[src/rtl/core/slp_pkg.sv]
// ----------------------------------------------------------------------------
// slp_pkg
// Shared types and constants of the size literal parser: error codes,
// unit codes and the transaction that travels from the front to the back.
// ----------------------------------------------------------------------------
package slp_pkg;

    // Status / error codes, sticky until the end of a literal
    localparam logic [1:0] ERR_NONE  = 2'd0;
    localparam logic [1:0] ERR_INVAL = 2'd1;
    localparam logic [1:0] ERR_OFLOW = 2'd2;

    // Unit codes
    localparam logic [2:0] UNIT_NONE = 3'd0;
    localparam logic [2:0] UNIT_B    = 3'd1;
    localparam logic [2:0] UNIT_K    = 3'd2;
    localparam logic [2:0] UNIT_M    = 3'd3;
    localparam logic [2:0] UNIT_G    = 3'd4;
    localparam logic [2:0] UNIT_T    = 3'd5;

    // Number of x1000 / x1024 scale steps for the largest unit (t)
    localparam int SCALE_STEPS = 4;

    // Largest value that survives one decimal scale step
    localparam logic [63:0] DEC_STEP_LIMIT = 64'hFFFF_FFFF_FFFF_FFFF / 64'd1000;

    // Token handed from the parser front to the arithmetic back
    typedef struct packed {
        logic        last;      // literal ends with this token
        logic        commit;    // add value times unit to the total
        logic        binary;    // powers of two unit
        logic [2:0]  unit;      // unit of the committed term
        logic [1:0]  err;       // error found by the front, after the commit
        logic [63:0] value;     // number of the committed term
    } token_t;

endpackage

[src/rtl/core/slp_if.sv]
// ----------------------------------------------------------------------------
// slp_if
// Valid/ready channels of the size literal parser: one for literal bytes,
// one for parse results.
// ----------------------------------------------------------------------------
interface slp_item_if;
    logic       valid;
    logic       ready;
    logic [7:0] char_in;
    logic       last;

    modport source (output valid, output char_in, output last, input ready);
    modport sink   (input valid, input char_in, input last, output ready);
endinterface

interface slp_result_if;
    logic        valid;
    logic        ready;
    logic [1:0]  status;
    logic [63:0] total_bytes;

    modport source (output valid, output status, output total_bytes, input ready);
    modport sink   (input valid, input status, input total_bytes, output ready);
endinterface

[src/rtl/core/slp_front.sv]
// ----------------------------------------------------------------------------
// slp_front
// Character parser: folds case, tracks the phase of the current term,
// accumulates the decimal number and emits commit/error/end tokens.
// ----------------------------------------------------------------------------
module slp_front
(
    input  logic              clk,
    input  logic              rst_n,
    slp_item_if.sink          items,
    input  logic              tok_space,
    output logic              tok_valid,
    output slp_pkg::token_t   tok
);
    import slp_pkg::*;

    localparam logic [2:0] PH_START  = 3'd0;
    localparam logic [2:0] PH_DIGITS = 3'd1;
    localparam logic [2:0] PH_SEP    = 3'd2;
    localparam logic [2:0] PH_BYTES  = 3'd3;
    localparam logic [2:0] PH_PREFIX = 3'd4;
    localparam logic [2:0] PH_IB     = 3'd5;
    localparam logic [2:0] PH_AFTER  = 3'd6;

    localparam logic [7:0] CH_UP_A  = 8'h41;
    localparam logic [7:0] CH_UP_Z  = 8'h5A;
    localparam logic [7:0] CASE_OFS = 8'h20;
    localparam logic [7:0] CH_0     = 8'h30;
    localparam logic [7:0] CH_9     = 8'h39;
    localparam logic [7:0] CH_SPACE = 8'h20;
    localparam logic [7:0] CH_COMMA = 8'h2C;
    localparam logic [7:0] CH_B     = 8'h62;
    localparam logic [7:0] CH_E     = 8'h65;
    localparam logic [7:0] CH_G     = 8'h67;
    localparam logic [7:0] CH_I     = 8'h69;
    localparam logic [7:0] CH_K     = 8'h6B;
    localparam logic [7:0] CH_M     = 8'h6D;
    localparam logic [7:0] CH_S     = 8'h73;
    localparam logic [7:0] CH_T     = 8'h74;
    localparam logic [7:0] CH_Y     = 8'h79;

    function automatic logic [2:0] unit_of(input logic [7:0] c);
        logic [2:0] u;
        begin
            u = UNIT_NONE;
            if (c == CH_B) u = UNIT_B;
            if (c == CH_K) u = UNIT_K;
            if (c == CH_M) u = UNIT_M;
            if (c == CH_G) u = UNIT_G;
            if (c == CH_T) u = UNIT_T;
            return u;
        end
    endfunction

    function automatic logic [7:0] tail_char(input logic [1:0] pos);
        logic [7:0] ch;
        begin
            unique case (pos)
                2'd0:    ch = CH_Y;
                2'd1:    ch = CH_T;
                2'd2:    ch = CH_E;
                default: ch = CH_S;
            endcase
            return ch;
        end
    endfunction

    logic [2:0]  phase_reg, phase_next;
    logic [63:0] term_reg, term_next;
    logic [2:0]  unit_reg, unit_next;
    logic [1:0]  pos_reg, pos_next;
    logic        halt_reg, halt_next;

    logic [7:0]  c;
    logic        is_digit, is_sep, do_after, accept;
    logic [3:0]  dval;
    logic [67:0] mul10;
    logic        digit_ovf;
    logic [2:0]  new_unit;
    token_t      t;

    assign accept      = items.valid && items.ready;
    assign items.ready = tok_space;

    always_comb
    begin
        c = (items.char_in >= CH_UP_A && items.char_in <= CH_UP_Z)
            ? items.char_in + CASE_OFS : items.char_in;
        is_digit  = (c >= CH_0) && (c <= CH_9);
        is_sep    = (c == CH_SPACE) || (c == CH_COMMA);
        dval      = c[3:0];
        mul10     = ({4'b0, term_reg} << 3) + ({4'b0, term_reg} << 1) + {64'b0, dval};
        digit_ovf = |mul10[67:64];
        new_unit  = unit_of(c);

        phase_next = phase_reg;
        term_next  = term_reg;
        unit_next  = unit_reg;
        pos_next   = pos_reg;
        halt_next  = halt_reg;
        do_after   = 1'b0;
        t          = '0;

        if (!halt_reg)
        begin
            unique case (phase_reg)
                PH_START:
                begin
                    if (is_digit)
                    begin
                        term_next  = {60'b0, dval};
                        phase_next = PH_DIGITS;
                    end
                    else
                        t.err = ERR_INVAL;
                end
                PH_DIGITS, PH_SEP:
                begin
                    if (phase_reg == PH_DIGITS && is_digit)
                    begin
                        if (digit_ovf)
                            t.err = ERR_OFLOW;
                        else
                            term_next = mul10[63:0];
                    end
                    else if (is_sep)
                        phase_next = PH_SEP;
                    else if (new_unit == UNIT_NONE)
                        t.err = ERR_INVAL;
                    else
                    begin
                        unit_next  = new_unit;
                        pos_next   = 2'd0;
                        phase_next = (new_unit == UNIT_B) ? PH_BYTES : PH_PREFIX;
                    end
                end
                PH_BYTES:
                begin
                    if (c == tail_char(pos_reg))
                    begin
                        if (pos_reg == 2'd3)
                        begin
                            t.commit   = 1'b1;
                            phase_next = PH_AFTER;
                            pos_next   = 2'd0;
                        end
                        else
                            pos_next = pos_reg + 2'd1;
                    end
                    else
                    begin
                        t.commit   = 1'b1;
                        phase_next = PH_AFTER;
                        pos_next   = 2'd0;
                        do_after   = 1'b1;
                    end
                end
                PH_PREFIX:
                begin
                    if (c == CH_I)
                        phase_next = PH_IB;
                    else
                    begin
                        t.commit   = 1'b1;
                        phase_next = PH_AFTER;
                        do_after   = (c != CH_B);
                    end
                end
                PH_IB:
                begin
                    t.commit   = 1'b1;
                    t.binary   = 1'b1;
                    phase_next = PH_AFTER;
                    do_after   = (c != CH_B);
                end
                PH_AFTER:
                    do_after = 1'b1;
                default:
                    t.err = ERR_INVAL;
            endcase

            // Byte that follows a finished unit
            if (do_after)
            begin
                if (is_sep)
                    phase_next = PH_AFTER;
                else if (is_digit)
                begin
                    term_next  = {60'b0, dval};
                    phase_next = PH_DIGITS;
                end
                else
                    t.err = ERR_INVAL;
            end

            // Close an open unit at the end of the literal
            if (items.last && t.err == ERR_NONE)
            begin
                unique case (phase_next)
                    PH_BYTES, PH_PREFIX: t.commit = 1'b1;
                    PH_IB:
                    begin
                        t.commit = 1'b1;
                        t.binary = 1'b1;
                    end
                    PH_AFTER: ;
                    default: t.err = ERR_INVAL;
                endcase
            end

            if (t.err != ERR_NONE)
                halt_next = 1'b1;
        end

        t.value = term_reg;
        t.unit  = unit_next;
        t.last  = items.last;

        if (items.last)
        begin
            phase_next = PH_START;
            term_next  = '0;
            unit_next  = UNIT_NONE;
            pos_next   = 2'd0;
            halt_next  = 1'b0;
        end
    end

    assign tok       = t;
    assign tok_valid = accept && (t.commit || t.err != ERR_NONE || t.last);

    always_ff @(posedge clk or negedge rst_n)
    begin
        if (!rst_n)
        begin
            phase_reg <= PH_START;
            term_reg  <= '0;
            unit_reg  <= UNIT_NONE;
            pos_reg   <= 2'd0;
            halt_reg  <= 1'b0;
        end
        else if (accept)
        begin
            phase_reg <= phase_next;
            term_reg  <= term_next;
            unit_reg  <= unit_next;
            pos_reg   <= pos_next;
            halt_reg  <= halt_next;
        end
    end

endmodule

[src/rtl/core/slp_fifo.sv]
// ----------------------------------------------------------------------------
// slp_fifo
// Short token queue between parser front and arithmetic back.
// ----------------------------------------------------------------------------
module slp_fifo
#(
    parameter int DEPTH = 4
)
(
    input  logic              clk,
    input  logic              rst_n,
    input  logic              wr_en,
    input  slp_pkg::token_t   wr_data,
    output logic              full,
    input  logic              rd_en,
    output slp_pkg::token_t   rd_data,
    output logic              empty
);
    import slp_pkg::*;

    localparam int PTR_W = (DEPTH > 1) ? $clog2(DEPTH) : 1;
    localparam int CNT_W = $clog2(DEPTH + 1);

    token_t             mem [0:DEPTH-1];
    logic [PTR_W-1:0]   wr_ptr_reg, rd_ptr_reg;
    logic [CNT_W-1:0]   count_reg;

    function automatic logic [PTR_W-1:0] bump(input logic [PTR_W-1:0] p);
        return (p == PTR_W'(DEPTH - 1)) ? '0 : p + PTR_W'(1);
    endfunction

    assign full    = (count_reg == CNT_W'(DEPTH));
    assign empty   = (count_reg == '0);
    assign rd_data = mem[rd_ptr_reg];

    always_ff @(posedge clk)
    begin
        if (wr_en)
            mem[wr_ptr_reg] <= wr_data;
    end

    always_ff @(posedge clk or negedge rst_n)
    begin
        if (!rst_n)
        begin
            wr_ptr_reg <= '0;
            rd_ptr_reg <= '0;
            count_reg  <= '0;
        end
        else
        begin
            if (wr_en)
                wr_ptr_reg <= bump(wr_ptr_reg);
            if (rd_en)
                rd_ptr_reg <= bump(rd_ptr_reg);
            if (wr_en && !rd_en)
                count_reg <= count_reg + CNT_W'(1);
            else if (rd_en && !wr_en)
                count_reg <= count_reg - CNT_W'(1);
        end
    end

endmodule

[src/rtl/core/slp_back.sv]
// ----------------------------------------------------------------------------
// slp_back
// Arithmetic back end: scales committed terms by their unit in a pipeline
// of x1000 / x1024 steps, accumulates the total and registers the result.
// ----------------------------------------------------------------------------
module slp_back
(
    input  logic              clk,
    input  logic              rst_n,
    input  logic              tok_avail,
    input  slp_pkg::token_t   tok,
    output logic              tok_pop,
    slp_result_if.source      results
);
    import slp_pkg::*;

    typedef struct packed {
        logic        last;
        logic        commit;
        logic        binary;
        logic [2:0]  steps;
        logic        ovf;
        logic [1:0]  err;
        logic [63:0] value;
    } stage_t;

    logic   vld_reg [0:SCALE_STEPS];
    stage_t st_reg  [0:SCALE_STEPS];
    stage_t scaled  [0:SCALE_STEPS-1];
    stage_t load;
    logic   adv;

    logic [63:0] total_reg, total_next;
    logic [1:0]  err_reg, err_next;
    logic [64:0] sum;
    logic        res_valid_reg;
    logic [1:0]  res_status_reg;
    logic [63:0] res_total_reg;
    stage_t      fin;

    // Stall everything while a result waits at the output
    assign adv     = !res_valid_reg || results.ready;
    assign tok_pop = adv && tok_avail;

    always_comb
    begin
        load        = '0;
        load.last   = tok.last;
        load.commit = tok.commit;
        load.binary = tok.binary;
        load.err    = tok.err;
        load.value  = tok.value;
        load.steps  = (tok.unit >= UNIT_K) ? tok.unit - 3'd1 : 3'd0;
    end

    for (genvar i = 0; i < SCALE_STEPS; i++)
    begin : g_scale
        always_comb
        begin
            scaled[i] = st_reg[i];
            if (st_reg[i].steps > 3'(i))
            begin
                if (st_reg[i].binary)
                begin
                    scaled[i].ovf   = st_reg[i].ovf || (|st_reg[i].value[63:54]);
                    scaled[i].value = st_reg[i].value << 10;
                end
                else
                begin
                    scaled[i].ovf   = st_reg[i].ovf || (st_reg[i].value > DEC_STEP_LIMIT);
                    scaled[i].value = (st_reg[i].value << 10) - (st_reg[i].value << 4)
                                      - (st_reg[i].value << 3);
                end
            end
        end
    end

    // Accumulate; the first error of a literal wins
    always_comb
    begin
        fin        = st_reg[SCALE_STEPS];
        total_next = total_reg;
        err_next   = err_reg;
        sum        = {1'b0, total_reg} + {1'b0, fin.value};
        if (err_reg == ERR_NONE)
        begin
            if (fin.commit)
            begin
                if (fin.ovf || sum[64])
                    err_next = ERR_OFLOW;
                else
                    total_next = sum[63:0];
            end
            if (err_next == ERR_NONE && fin.err != ERR_NONE)
                err_next = fin.err;
        end
    end

    always_ff @(posedge clk)
    begin
        if (adv)
        begin
            st_reg[0] <= load;
            for (int i = 0; i < SCALE_STEPS; i++)
                st_reg[i+1] <= scaled[i];
            if (vld_reg[SCALE_STEPS] && fin.last)
            begin
                res_status_reg <= err_next;
                res_total_reg  <= (err_next == ERR_NONE) ? total_next : '0;
            end
        end
    end

    always_ff @(posedge clk or negedge rst_n)
    begin
        if (!rst_n)
        begin
            for (int i = 0; i <= SCALE_STEPS; i++)
                vld_reg[i] <= 1'b0;
            total_reg     <= '0;
            err_reg       <= ERR_NONE;
            res_valid_reg <= 1'b0;
        end
        else if (adv)
        begin
            vld_reg[0] <= tok_avail;
            for (int i = 0; i < SCALE_STEPS; i++)
                vld_reg[i+1] <= vld_reg[i];
            res_valid_reg <= vld_reg[SCALE_STEPS] && fin.last;
            if (vld_reg[SCALE_STEPS])
            begin
                if (fin.last)
                begin
                    total_reg <= '0;
                    err_reg   <= ERR_NONE;
                end
                else
                begin
                    total_reg <= total_next;
                    err_reg   <= err_next;
                end
            end
        end
    end

    assign results.valid       = res_valid_reg;
    assign results.status      = res_status_reg;
    assign results.total_bytes = res_total_reg;

endmodule

[src/rtl/core/size_literal_parser.sv]
// ----------------------------------------------------------------------------
// size_literal_parser
// Streaming parser for size literals such as "4 KiB, 512 bytes" into a
// 64-bit byte count with an ok / invalid / overflow status.
// ----------------------------------------------------------------------------
// The block takes one byte of literal text per clock while the token queue
// has room, with upper case folded to lower case. A literal is one or more
// terms, each a decimal number, optional spaces or commas, and a unit (b or
// bytes, k, m, g, t with optional i for binary and optional b); a lone
// k/m/g/t at the very end means the decimal unit. Each byte marked last
// produces exactly one result transaction: status 0 ok, 1 invalid, 2
// overflow, and the total (zero unless ok). The first error of a literal
// wins and the block is ready for the next literal on the following byte.
// The result follows the last byte's token through the token queue, the
// four-stage unit scale pipeline (one x1000 or x1024 step per stage) and
// the accumulator. The input keeps taking bytes while a result waits; it
// stalls only once the QUEUE_DEPTH-entry token queue fills.
// ----------------------------------------------------------------------------
module size_literal_parser
#(
    parameter int QUEUE_DEPTH = 4
)
(
    input  logic          clk,
    input  logic          rst_n,
    slp_item_if.sink      items,
    slp_result_if.source  results
);
    import slp_pkg::*;

    token_t front_tok;
    token_t head_tok;
    logic   front_valid;
    logic   q_full;
    logic   q_empty;
    logic   q_pop;

    // Front: parse bytes, emit commit/error/end tokens
    slp_front u_front
    (
        .clk       (clk),
        .rst_n     (rst_n),
        .items     (items),
        .tok_space (!q_full),
        .tok_valid (front_valid),
        .tok       (front_tok)
    );

    // Queue: decouple parsing from the arithmetic back end
    slp_fifo #(.DEPTH(QUEUE_DEPTH)) u_fifo
    (
        .clk     (clk),
        .rst_n   (rst_n),
        .wr_en   (front_valid),
        .wr_data (front_tok),
        .full    (q_full),
        .rd_en   (q_pop),
        .rd_data (head_tok),
        .empty   (q_empty)
    );

    // Back: scale terms, accumulate, hold the result transaction
    slp_back u_back
    (
        .clk       (clk),
        .rst_n     (rst_n),
        .tok_avail (!q_empty),
        .tok       (head_tok),
        .tok_pop   (q_pop),
        .results   (results)
    );

endmodule

[src/flat_wrapper.sv]
// flat-port wrapper written by rule: the top's interface ports become plain ports
module size_literal_parser_flat import slp_pkg::*;
#(
    parameter int QUEUE_DEPTH = 4
)
  (clk, rst_n, items_valid, items_char_in, items_last, items_ready, results_valid, results_status, results_total_bytes, results_ready);
  slp_item_if items_i ();
  slp_result_if results_i ();
  input  logic clk;
  input  logic rst_n;
  input wire logic [$bits(items_i.valid)-1:0] items_valid;
  input wire logic [$bits(items_i.char_in)-1:0] items_char_in;
  input wire logic [$bits(items_i.last)-1:0] items_last;
  output wire logic [$bits(items_i.ready)-1:0] items_ready;
  output wire logic [$bits(results_i.valid)-1:0] results_valid;
  output wire logic [$bits(results_i.status)-1:0] results_status;
  output wire logic [$bits(results_i.total_bytes)-1:0] results_total_bytes;
  input wire logic [$bits(results_i.ready)-1:0] results_ready;
  assign items_i.valid = items_valid;
  assign items_i.char_in = items_char_in;
  assign items_i.last = items_last;
  assign items_ready = items_i.ready;
  assign results_valid = results_i.valid;
  assign results_status = results_i.status;
  assign results_total_bytes = results_i.total_bytes;
  assign results_i.ready = results_ready;
  size_literal_parser #(.QUEUE_DEPTH(QUEUE_DEPTH)) u_core (.clk(clk), .rst_n(rst_n), .items(items_i), .results(results_i));
endmodule
[config.mk]
export PLATFORM = sky130hd
export DESIGN_NAME = size_literal_parser_flat
export DESIGN_NICKNAME = d
export VERILOG_FILES = /design/src/rtl/core/slp_pkg.sv /design/src/rtl/core/slp_if.sv /design/src/rtl/core/slp_front.sv /design/src/rtl/core/slp_fifo.sv /design/src/rtl/core/slp_back.sv /design/src/rtl/core/size_literal_parser.sv /design/src/flat_wrapper.sv
export SDC_FILE = /design/constraint.sdc
export NUM_CORES = 2
export LEC_CHECK = 0
export ABC_AREA = 1
export BUFFER_PORTS_ARGS = -buffer_cell sky130_fd_sc_hd__buf_2
export CAP_MARGIN = 20
export CORE_MARGIN = 1
export CORE_UTILIZATION = 59
export DETAILED_ROUTE_END_ITERATION = 8
export PLACE_DENSITY = 0.76
export SLEW_MARGIN = 25
export SYNTH_ARGS = -nofsm -noshare
export SYNTH_HDL_FRONTEND = slang
export SYNTH_SLANG_ARGS = --single-unit
[constraint.sdc]
create_clock -name clk -period 8.3 [get_ports clk]
set_clock_uncertainty 0.1 [all_clocks]
set_input_delay 0.415 -clock clk [delete_from_list [all_inputs] [get_ports clk]]
set_output_delay 0.415 -clock clk [all_outputs]
set_load 0.05 [all_outputs]
==> results.cfg <==
[run_status]
status = finished, final reports clean

[floorplanning]
die-area_sq_um = 118100
placement_rows = 124
io_pins = 81
start_util_pct = 59.90
core_area_sq_um = 115000
die_w_um = 343.6
die_h_um = 343.6

[place]
portBuffers = 80
gp_congestion = 1.023
hpwl_mm = 161.2

[clock_tree]
clk_path_buf_depth = 3
cts_sinks = 864
cts_tree = yes
cts_resized = 0
cts_buffers = 95
cts_root_buf = clkbuf_16
htree_levels = 3
clock_latency_ns = 0.74
cts.clk_slew.worst_paths_ns = 0.06

[worst_setup_path]
worstPathRequired_ns = 8.80
critical_path_arrival_ns = 6.25
rrSetupSlack_ns = 2.55
cp-end-kind = flop
ff2ff_path_depth = 26
r2r-start = u_core.u_front.term_reg[52]
cp-endpoint = u_core.u_fifo.count_reg[2]
path_common_cell = inv_1
path_delay_family = simple AND/OR/NAND/NOR gates
crit_start = u_core.u_front.term_reg[52]
timing_worst_setup_path_type = reg2reg
slowest_stage = nor2_1
start_kind = flop
cp.depth = 26
rr_endpoint = u_core.u_fifo.count_reg[2]
slowest_delay_ns = 0.56
cp_num_buf_inv = 5
crit_fanout = 9

[detailed_routing]
num_vias = 59940
drt-total-wl_mm = 208.9
first_iter_violations = 5701
via_per_inst = 6.079
routedWlPerCell_um = 21.18
postRouteAntennaNets = 0
drc = 0
dr.pass1.iters = 6

[final_layout]
fin_util_pct = 64.35
syn_to_final_growth_pct = 7.420
largest_reg_flops = 358
layout_commonest_cell = nand2_1
final_nets = 9144
drive_above_1_share_pct = 4.889
final_cell_mix = 1,355 x nand2_1, 910 x inv_1, 900 x o21ai_0, 887 x a21oi_1, 813 x nor2_1

[sta]
min_period_ns = 5.754
rsz0062_at_grt = no
max_slew_margin_pct = 31.29
setup_tns_ns = 0
max_freq_mhz = 173.8
tightestPinTransition_ns = 1.021
hold_viol_final = 0
drv_slew = 0
whs_ns = 0.04191
final-setup-viol-count = 0
timing.final.crit_share_pct = 69.32

[global_route]
grt_pass1_wl_mm = 325.3
grt_max_degree = 85
grt_overflow = 0
grt_pass1_vias = 58930
gr-usage-all-layers_pct = 35.13
antenna_found_initial = 3

[synthesis]
yosysTopAreaCellShare_pct = 31.05
syn_inst = 8245
yosysTopAreaCell = edfxtp_1
ys_types = 71
ys.warnings.count = 0
yosys-top-cells-area = edfxtp_1 31%, ha_1 12%, nand2_1 7.4%, o21ai_0 6.5%, a21oi_1 6.4%
synth_top_flop_cell = edfxtp_1
syn-num-nets = 9125
synth_edf_count = 712
synth_async_sr_flop_share_pct = 17.59
netlist_area_sq_um = 68860
ys_ff_latch = 864
yosysSeqAreaShare_pct = 36.57
syn_avg_cell_area_sq_um = 8.352

[min_path]
min_path_type = in2reg

[flow_run]
max-cap-violations = 0
==> Yosys cell counts (all sizes together), types with 7 or more instances <==
master     n
a211oi     7
a21boi    22
a21o      66
a21oi    893
a221oi     7
a31oi    115
and2      10
and3       8
buf       49
clkbuf   161
clkinv     8
dfrtp    152
edfxtp   712
fa       216
ha       651
inv      929
nand2   1382
nand3    222
nand3b    15
nand4     51
nor2     837
nor2b      8
nor3      52
nor4      31
o211ai    79
o21a      41
o21ai   1036
o21bai    18
o221ai    16
o22ai    107
or2       12
xnor2    126
xor2     165
==> final cells by class <==
class                      instances  area, sq um
fill                            9835        40990
clock buffer                     120         2544
sequential                       864        25190
multi-input combinational       6234        39310
timing repair buffer             132        852.1
clock inverter                    59        656.9
tap                             1512         1892
antenna                            2        5.005
inverter                         937         3522
==> worst min-delay path, stage by stage <==
cell	delay, ns
buf_2	0.17
nand2_1	0.09
nand2_1	0.06
nand2_1	0.05
nand2_1	0.04
==> cells by family after synthesis <==
family	after synthesis	synth area share, %
flops	864	36.57
buf+inv	1147	6.461
compound gates	2443	19.43
fa+ha+maj	867	18.11
simple gates	2633	15.73
xor+xnor	291	3.701
==> timing repair <==
item,4_1_cts,5_1_grt
hold buffers,2,0
buffers inserted,0,0
endpoints found under the hold margin,38,0
endpoints found under the setup margin,0,0
==> metal layers <==
layer	track usage (%)	vias up	wire (um)
li1	-	28490	-
met5	0	-	13
met4	19.04	2	11990
met3	4.421	504	12850
met2	59.94	2353	101000
met1	43.31	28590	83000
==> how the worst min path moves through the flow <==
stage | start | endpoint | cells after the start
finish | items_char_in[3] | u_core.u_front.term_reg[3] | 5
floorplan | rst_n | u_core.u_back.err_reg[0] | 0
global placement | rst_n | u_core.u_back.total_reg[9] | 1
global route | items_char_in[3] | u_core.u_front.term_reg[3] | 5
detailed placement | rst_n | u_core.u_back.total_reg[9] | 1
CTS | items_char_in[3] | u_core.u_front.term_reg[3] | 5
==> metrics by stage <==
step | area, sq um | instances | setup slack (ns)
floorplan | 68870 | 8245 | 1.200
global placement | 70740 | 9677 | 2.795
detailed placement | 70750 | 9677 | 2.849
CTS | 73970 | 9858 | 2.791
global route | 73970 | 9859 | 2.357
finish | 73970 | 9860 | 2.546
Power is left out: the tool's default activity adds up to more than one toggle a clock period on the data nets, which glitch-free logic cannot reach.
